==> src/irpsd_pkg.sv <==
// Shared types and constants for the IR pulse and space duration capture block.
package irpsd_pkg;

    localparam int unsigned PRESCALE_SEL_W = 3;
    localparam int unsigned PRESCALE_CNT_W = 8;
    localparam int unsigned DURATION_W     = 16;
    localparam int unsigned FLUSH_W        = 17;
    localparam int unsigned BYTE_W         = 8;
    localparam int unsigned CFG_INDEX_W    = 2;
    localparam int unsigned CFG_DATA_W     = 17;

    // Configuration register indexes.
    localparam logic [CFG_INDEX_W-1:0] CFG_PRESCALE_SELECT = 2'd0;
    localparam logic [CFG_INDEX_W-1:0] CFG_SWAP_BYTE_ORDER = 2'd1;
    localparam logic [CFG_INDEX_W-1:0] CFG_FLUSH_PERIOD    = 2'd2;

    // Reset values of the configuration registers.
    localparam logic [PRESCALE_SEL_W-1:0] PRESCALE_SELECT_RST = 3'b111;
    localparam logic                      SWAP_BYTE_ORDER_RST = 1'b0;
    localparam logic [FLUSH_W-1:0]        FLUSH_PERIOD_RST    = 17'h10000;

    // Duration word sent when the counter wraps.
    localparam logic [DURATION_W-1:0] DURATION_MAX = 16'hFFFF;
    localparam logic [BYTE_W-1:0]     BYTE_ALL_ONES = 8'hFF;

    typedef struct packed {
        logic [PRESCALE_SEL_W-1:0] prescale_select;
        logic                      swap_byte_order;
        logic [FLUSH_W-1:0]        flush_period;
    } t_cfg;

    typedef struct packed {
        logic valid;
        logic level;
    } t_step;

    typedef struct packed {
        logic [BYTE_W-1:0] first_byte;
        logic [BYTE_W-1:0] second_byte;
        logic              word_valid;
        logic              flush_mark;
    } t_result;

endpackage

==> src/ir_pulse_space_duration_capture.sv <==
// Top level of the IR pulse and space duration capture block.
//
// The block takes one sampled IR receiver level per beat on the input channel
// and can accept a new beat in every clock cycle while the result register
// moves on. Each beat is held in an input register and is then processed in a
// single pass into the result register when that register moves on. A result
// is thus offered once its beat has passed the input and result registers.
// The sustained rate is one beat per cycle, limited only by the result
// register, which moves on whenever it is empty or its beat is being taken.
// Capture stays idle until a falling edge. While running, a prescaler divides
// the beat rate by 2^(prescale_select+1), and each prescaler period advances a
// 16-bit duration counter. Every level change sends the measured duration as
// two bytes, high byte first unless swap_byte_order is set, and restarts the
// count. When the duration counter wraps, the terminator 0xFFFF is sent with a
// flush mark and capture returns to idle. An independent timer, cleared on each
// edge, raises a flush mark alone (word_valid low, bytes zero) each time
// flush_period beats pass without an edge; a period of zero behaves as one.
// Configuration registers are written through their own channel, which is
// always ready. They should only be written while the block is idle. Writes to
// an index beyond the register list are ignored.
module ir_pulse_space_duration_capture (
    input  logic                                   i_clk,
    input  logic                                   i_rst_n,
    // Sample channel
    input  logic                                   i_in_valid,
    output logic                                   o_in_ready,
    input  logic                                   i_ir_level,
    // Result channel
    output logic                                   o_out_valid,
    input  logic                                   i_out_ready,
    output logic [irpsd_pkg::BYTE_W-1:0]           o_first_byte,
    output logic [irpsd_pkg::BYTE_W-1:0]           o_second_byte,
    output logic                                   o_word_valid,
    output logic                                   o_flush_mark,
    // Configuration channel
    input  logic                                   i_cfg_valid,
    output logic                                   o_cfg_ready,
    input  logic [irpsd_pkg::CFG_INDEX_W-1:0]      i_cfg_index,
    input  logic [irpsd_pkg::CFG_DATA_W-1:0]       i_cfg_data
);
    import irpsd_pkg::*;

    t_cfg    r_cfg;
    t_step   step;
    t_result res;
    t_result r_out;
    logic    r_out_valid;
    logic    res_valid;
    logic    advance;
    logic    fire;

    // The result register moves on when it is empty or its beat is taken.
    assign advance = !r_out_valid || i_out_ready;
    assign fire    = step.valid && advance;

    // Configuration registers: always ready, unknown indexes are dropped.
    assign o_cfg_ready = 1'b1;

    always_ff @(posedge i_clk) begin
        if (!i_rst_n) begin
            r_cfg.prescale_select <= PRESCALE_SELECT_RST;
            r_cfg.swap_byte_order <= SWAP_BYTE_ORDER_RST;
            r_cfg.flush_period    <= FLUSH_PERIOD_RST;
        end else if (i_cfg_valid) begin
            case (i_cfg_index)
                CFG_PRESCALE_SELECT: begin
                    r_cfg.prescale_select <= i_cfg_data[PRESCALE_SEL_W-1:0];
                end
                CFG_SWAP_BYTE_ORDER: begin
                    r_cfg.swap_byte_order <= i_cfg_data[0];
                end
                CFG_FLUSH_PERIOD: begin
                    r_cfg.flush_period <= i_cfg_data[FLUSH_W-1:0];
                end
                default: begin
                end
            endcase
        end
    end

    irpsd_in_stage u_in_stage (
        .i_clk      (i_clk),
        .i_rst_n    (i_rst_n),
        .i_in_valid (i_in_valid),
        .o_in_ready (o_in_ready),
        .i_ir_level (i_ir_level),
        .i_advance  (advance),
        .o_step     (step)
    );

    irpsd_engine u_engine (
        .i_clk       (i_clk),
        .i_rst_n     (i_rst_n),
        .i_fire      (fire),
        .i_step      (step),
        .i_cfg       (r_cfg),
        .o_res_valid (res_valid),
        .o_res       (res)
    );

    // Result register. Beats that produce no result simply leave it empty.
    always_ff @(posedge i_clk) begin
        if (!i_rst_n) begin
            r_out_valid <= 1'b0;
        end else if (advance) begin
            r_out_valid <= fire && res_valid;
        end
    end

    always_ff @(posedge i_clk) begin
        if (advance) begin
            r_out <= res;
        end
    end

    assign o_out_valid   = r_out_valid;
    assign o_first_byte  = r_out.first_byte;
    assign o_second_byte = r_out.second_byte;
    assign o_word_valid  = r_out.word_valid;
    assign o_flush_mark  = r_out.flush_mark;

`ifndef ASSERT_OFF
    // A result always carries either a word or a flush mark.
    a_result_not_empty: assert property (@(posedge i_clk) disable iff (!i_rst_n)
        o_out_valid |-> (o_word_valid || o_flush_mark))
        else $error("result beat carries neither a word nor a flush mark");

    // A flush mark alongside a word only comes with the terminator.
    a_terminator_value: assert property (@(posedge i_clk) disable iff (!i_rst_n)
        (o_out_valid && o_word_valid && o_flush_mark) |->
        (o_first_byte == BYTE_ALL_ONES && o_second_byte == BYTE_ALL_ONES))
        else $error("flush mark with a word that is not the terminator");

    // A flush mark alone has zero bytes.
    a_flush_only_zero: assert property (@(posedge i_clk) disable iff (!i_rst_n)
        (o_out_valid && !o_word_valid) |->
        (o_first_byte == '0 && o_second_byte == '0))
        else $error("flush-only beat with non-zero bytes");

    // When the result side takes beats, the sample side is never stalled.
    a_no_stall_when_drained: assert property (@(posedge i_clk) disable iff (!i_rst_n)
        i_out_ready |-> o_in_ready)
        else $error("sample channel stalled while results are being taken");

    // A waiting result is not dropped.
    a_result_held: assert property (@(posedge i_clk) disable iff (!i_rst_n)
        (o_out_valid && !i_out_ready) |=> o_out_valid)
        else $error("pending result dropped before being taken");
`endif

endmodule

==> src/irpsd_in_stage.sv <==
// Input register holding one sampled receiver level beat until the engine takes it.
module irpsd_in_stage (
    input  logic           i_clk,
    input  logic           i_rst_n,
    input  logic           i_in_valid,
    output logic           o_in_ready,
    input  logic           i_ir_level,
    input  logic           i_advance,
    output irpsd_pkg::t_step o_step
);
    import irpsd_pkg::*;

    logic r_valid;
    logic r_level;

    assign o_in_ready = !r_valid || i_advance;

    always_ff @(posedge i_clk) begin
        if (!i_rst_n) begin
            r_valid <= 1'b0;
        end else if (o_in_ready) begin
            r_valid <= i_in_valid;
        end
    end

    always_ff @(posedge i_clk) begin
        if (i_in_valid && o_in_ready) begin
            r_level <= i_ir_level;
        end
    end

    assign o_step.valid = r_valid;
    assign o_step.level = r_level;

endmodule

==> src/irpsd_engine.sv <==
// Capture state and per-tick step logic: edge detection, prescaler, duration and flush timers.
module irpsd_engine (
    input  logic               i_clk,
    input  logic               i_rst_n,
    input  logic               i_fire,
    input  irpsd_pkg::t_step   i_step,
    input  irpsd_pkg::t_cfg    i_cfg,
    output logic               o_res_valid,
    output irpsd_pkg::t_result o_res
);
    import irpsd_pkg::*;

    logic                      r_running;
    logic                      r_prev_level;
    logic [PRESCALE_CNT_W-1:0] r_prescale;
    logic [DURATION_W-1:0]     r_duration;
    logic [FLUSH_W-1:0]        r_flush;

    logic                      n_running;
    logic [PRESCALE_CNT_W-1:0] n_prescale;
    logic [DURATION_W-1:0]     n_duration;
    logic [FLUSH_W-1:0]        n_flush;

    logic                      changed;
    logic [PRESCALE_CNT_W:0]   prescale_inc;
    logic [PRESCALE_CNT_W:0]   prescale_limit;
    logic [FLUSH_W:0]          flush_inc;
    logic [FLUSH_W-1:0]        period;
    logic                      overflow;
    logic                      flush_hit;
    logic [DURATION_W-1:0]     word;

    assign changed        = i_step.level != r_prev_level;
    assign prescale_inc   = {1'b0, r_prescale} + 1'b1;
    assign prescale_limit = (PRESCALE_CNT_W+1)'(2) << i_cfg.prescale_select;
    assign flush_inc      = {1'b0, r_flush} + 1'b1;
    assign period         = (i_cfg.flush_period == '0) ? FLUSH_W'(1) : i_cfg.flush_period;

    always_comb begin
        n_running   = r_running;
        n_prescale  = r_prescale;
        n_duration  = r_duration;
        n_flush     = r_flush;
        overflow    = 1'b0;
        flush_hit   = 1'b0;
        word        = '0;
        o_res_valid = 1'b0;
        o_res       = '0;

        if (!r_running) begin
            if (changed && !i_step.level) begin
                n_running  = 1'b1;
                n_prescale = '0;
                n_duration = '0;
                n_flush    = '0;
            end
        end else if (changed) begin
            // An edge closes the current pulse or space.
            word              = r_duration;
            o_res_valid       = 1'b1;
            o_res.word_valid  = 1'b1;
            n_prescale        = '0;
            n_duration        = '0;
            n_flush           = '0;
        end else begin
            if (prescale_inc >= prescale_limit) begin
                n_prescale = '0;
                if (r_duration == DURATION_MAX) begin
                    overflow   = 1'b1;
                    n_duration = '0;
                end else begin
                    n_duration = r_duration + 1'b1;
                end
            end else begin
                n_prescale = prescale_inc[PRESCALE_CNT_W-1:0];
            end

            if (flush_inc >= {1'b0, period}) begin
                flush_hit = 1'b1;
                n_flush   = '0;
            end else begin
                n_flush = flush_inc[FLUSH_W-1:0];
            end

            if (overflow) begin
                word             = DURATION_MAX;
                o_res_valid      = 1'b1;
                o_res.word_valid = 1'b1;
                o_res.flush_mark = 1'b1;
                n_running        = 1'b0;
                n_prescale       = '0;
                n_flush          = '0;
            end else if (flush_hit) begin
                o_res_valid      = 1'b1;
                o_res.flush_mark = 1'b1;
            end
        end

        if (i_cfg.swap_byte_order) begin
            o_res.first_byte  = word[BYTE_W-1:0];
            o_res.second_byte = word[DURATION_W-1:BYTE_W];
        end else begin
            o_res.first_byte  = word[DURATION_W-1:BYTE_W];
            o_res.second_byte = word[BYTE_W-1:0];
        end
    end

    always_ff @(posedge i_clk) begin
        if (!i_rst_n) begin
            r_running    <= 1'b0;
            r_prev_level <= 1'b1;
            r_prescale   <= '0;
            r_duration   <= '0;
            r_flush      <= '0;
        end else if (i_fire) begin
            r_running    <= n_running;
            r_prev_level <= i_step.level;
            r_prescale   <= n_prescale;
            r_duration   <= n_duration;
            r_flush      <= n_flush;
        end
    end

endmodule
==> config.mk <==
export PLATFORM = sky130hd
export DESIGN_NAME = ir_pulse_space_duration_capture
export DESIGN_NICKNAME = d
export VERILOG_FILES = /design/src/irpsd_pkg.sv /design/src/ir_pulse_space_duration_capture.sv /design/src/irpsd_in_stage.sv /design/src/irpsd_engine.sv
export SDC_FILE = /design/constraint.sdc
export NUM_CORES = 1
export LEC_CHECK = 0
export CAP_MARGIN = 20
export CORE_MARGIN = 8
export CORE_UTILIZATION = 64
export DETAILED_ROUTE_END_ITERATION = 10
export DONT_BUFFER_PORTS = 1
export PLACE_DENSITY = 0.82
export SLEW_MARGIN = 25
export SYNTH_ARGS = -nofsm -noshare
export SYNTH_HDL_FRONTEND = slang
export SYNTH_SLANG_ARGS = --single-unit
==> constraint.sdc <==
create_clock -name i_clk -period 3.67 [get_ports i_clk]
set_clock_uncertainty 0.15 [all_clocks]
set_input_delay 0.5505 -clock i_clk [delete_from_list [all_inputs] [get_ports i_clk]]
set_output_delay 0.5505 -clock i_clk [all_outputs]
set_load 0.03 [all_outputs]
==> results.tsv <==
stage	metric	value	unit
route	drc violations	0	
worst_setup_path	CP Launch Type	register	
pwr	clock power share	34.7	%
timing	f_max	0.286	GHz
route	total number of vias	3650	
clock_tree	H-tree depth	3	
route	Vias/cell	5.92	
job	Max-Cap Viols	0	
synthesis	Warnings, synthesis	0	
synthesis	Post-synth EDFFs	19	
synthesis	cell taking the most area after synthesis	dfxtp_1	
floorplan	Initial Util	64.9	%
synthesis	Seq/Total Area, Yosys	40.9	%
grt	largest net degree at the start of global routing	34	
pwr	Power Density	352	nW/um2
route	DR WL/cell	15.4	um
synthesis	Distinct cells, synth	53	
finish	area added between synthesis and finish	5.76	%
clock_tree	CTS tree	yes	
clock_tree	Clock Sinks	85	
synthesis	Synth Flop Type	dfxtp_1	
clock_tree	clock-pin slew on the worst setup and hold paths	0.09	ns
floorplan	Core Region	7140	um2
placement	Detail Placement HPWL	6920	um
route	Final ANT Viol Nets	0	
synthesis	Synth async-reset ratio	0	%
timing	Slew HR	34.1	%
pwr	NetSw	0.000457	W
synthesis	Synth area leaders	dfxtp_1 (29%), edfxtp_1 (12%), ha_1 (7.8%)	
route	Detailed Routing Iterations Pass 1	5	
worst_setup_path	Worst Path Max Fanout	13	
timing	measured slew at the worst slew-check pin	0.988	ns
timing	crit path time final	3.50	ns
synthesis	Post-Syn Nets	574	
clock_tree	number of CTS-inserted buffers	9	
finish	Nets	567	
synthesis	mapped cell area	4630	um2
timing	final slew viol count	0	
finish	fraction of layout cells with a size suffix above 1	7.53	%
grt	vias in the first global route	3435	
grt	gr usage total	19.5	%
synthesis	post-synthesis cell count	520	
synthesis	Post-synth top cells	dfxtp_1 (66), nand2_1 (65), nor2_1 (50)	
placement	GP Congestion	0.863	
finish	Filler Cells Inserted	559	
clock_tree	CTS max path bufs	2	
placement	post-place setup slack	0.211	ns
finish	Final Util	68.6	%
grt	initial antenna violation count	0	
clock_tree	hold buffers post-CTS	0	
synthesis	share of the synthesized area in the top cell type	28.5	%
route	Routed Wire Length	9480	um
timing	endpoints failing setup	0	
floorplan	die area	10200	um2
placement	placed instance count	600	
min_path	Hold WC Path Type	input pin to register	
pwr	Pleak	1.86	nW
floorplan	Die X-Extent	101	um
floorplan	I/O Pins	46	
worst_setup_path	crit path capture type	register	
floorplan	Die H	101	um
pwr	Gate power share	7.2	%
pwr	Net Sw Frac	26.5	%
synthesis	Avg Cell Area, Syn	8.91	um2
worst_setup_path	WP data arrival	3.60	ns
synthesis	count leader, synth	dfxtp_1	
timing	Final WS setup	0.171	ns
floorplan	Site Rows	31	
worst_setup_path	CP required	3.77	ns
route	number of DRC markers in iteration 0	159	
timing	Tcrit/Tclk final	95.3	%
pwr	peak supply drop	0.255	mV
pwr	sequential power share	58.1	%
grt	first-pass GRT wire length	16100	um
outcome	status	complete, no violations	
placement	port buffer count	0	
timing	Final TNS setup	0	ns
worst_setup_path	WS Path Type	register to register	
synthesis	Yosys reg bits	85	
finish	Post-Layout Cell Count	617	
clock_tree	Clock Latency Late Sink	0.36	ns
pwr	internal cell power	0.00127	W
grt	GRT overflow	0	
timing	final hold vios	0	
clock_tree	clock root buffer	clkbuf_8	
finish	n_diodes	0	
metrics by stage:
stage / power [W] / cell area [um2] / hold WS (ns)
after CTS: 0.00173 / 4860 / 0.0908
final: 0.00172 / 4900 / 0.101
after global placement: 0.00114 / 4690 / 0.300
after global routing: 0.00180 / 4900 / 0.0847
after detailed placement: 0.00115 / 4690 / 0.310
after floorplan: 0.00112 / 4630 / 0.286
path summary, 6_finish.rpt:
kind                       startpoint                  end  slack (ns)  depth (start not counted)
setup / recovery  u_engine.r_flush[0]  u_engine.r_flush[6]        0.17                         11
hold / removal                i_rst_n            r_cfg[20]        0.10                          1
setup reg to reg  u_engine.r_flush[0]  u_engine.r_flush[6]        0.17                         11
hold reg to reg              r_cfg[0]             r_cfg[0]        0.32                          2
final cells by class:
cell class	count	area [um2]	share of cell area (%)
multi-input cells	386	2570	52.4
clock buffers	9	124	2.53
repair buffers	6	45.0	0.920
flip-flops and latches	85	1890	38.7
clock inverters	7	51.3	1.05
inverters	25	93.8	1.92
well taps	99	124	2.53
state kept, by name, summed over array words and instances (netlist names), 8 cells and up:
register	flops
u_engine.r_prescale	8
o_second_byte	8
u_engine.r_flush	17
u_engine.r_duration	16
o_first_byte	8
r_cfg	21
per-layer routing:
metal / up-vias / GRT usage (%) / routed length, um / part of all wire [%]
met5: - / 0 / 0 / 0
met4: 0 / 6.99 / 132 / 1.4
met3: 10 / 5.04 / 571 / 6.0
met2: 117 / 30.5 / 4230 / 45
met1: 1687 / 25.3 / 4550 / 48
li1: 1836 / - / - / -
power groups by stage:
stage                     sequential, W  combinational [W]  clock, W
final                           0.00100           0.000124  0.000597
after global routing            0.00100           0.000140  0.000651
after CTS                       0.00100           0.000123  0.000605
after detailed placement        0.00102           0.000123         0
after global placement          0.00102           0.000118         0
after floorplan                 0.00102           0.000106         0
worst max-delay path, stage by stage (launching register included):
cell and delay [ns]:
dfxtp_1 0.51, ha_1 0.33, and3_1 0.28, nand2_1 0.09, xnor2_1 0.31, ha_1 0.21, nand4_1 0.14, or4_1 0.53
a21oi_1 0.23, a221oi_4 0.09, and3_4 0.26, a22o_1 0.24
cell usage in the layout, fill, tap and decap left out, types with 3 or more instances in the layout:
cell / instances
a211oi_1: 20
or3b_2: 3
nor3_1: 5
and3_1: 12
edfxtp_1: 19
o211ai_1: 4
nand3b_1: 6
a311oi_1: 4
nor2_1: 50
and3_4: 4
mux2i_1: 6
nand2b_1: 6
nor2b_1: 17
nand2_1: 65
o21ai_0: 11
dfxtp_1: 65
nand3_1: 12
xnor2_1: 21
clkbuf_8: 9
inv_1: 25
a21oi_1: 34
ha_1: 29
xor2_1: 15
a22o_1: 13
buf_4: 6
nor4_1: 6
nand4_1: 18
what timing repair did:
item	4_1_cts	5_1_grt
endpoints found under the setup margin	0	15
resized for setup	0	3
buffers inserted	0	1
cell families (layout without fill, tap and decap cells):
kind of cell / Yosys count / count (layout) / synth area share, %
AND/OR/NAND/NOR: 217 / 217 / 24.1
AO/OA/AOI/OAI: 97 / 97 / 14.7
flip-flops: 85 / 85 / 40.9
buffers and inverters: 49 / 47 / 4.30
XOR/XNOR: 36 / 36 / 6.81
adder cells (fa/ha/maj): 29 / 29 / 7.84
multiplexers: 6 / 6 / 1.30
other: 1 / 1 / 0.0810
Power figures use the tool's default switching activity.
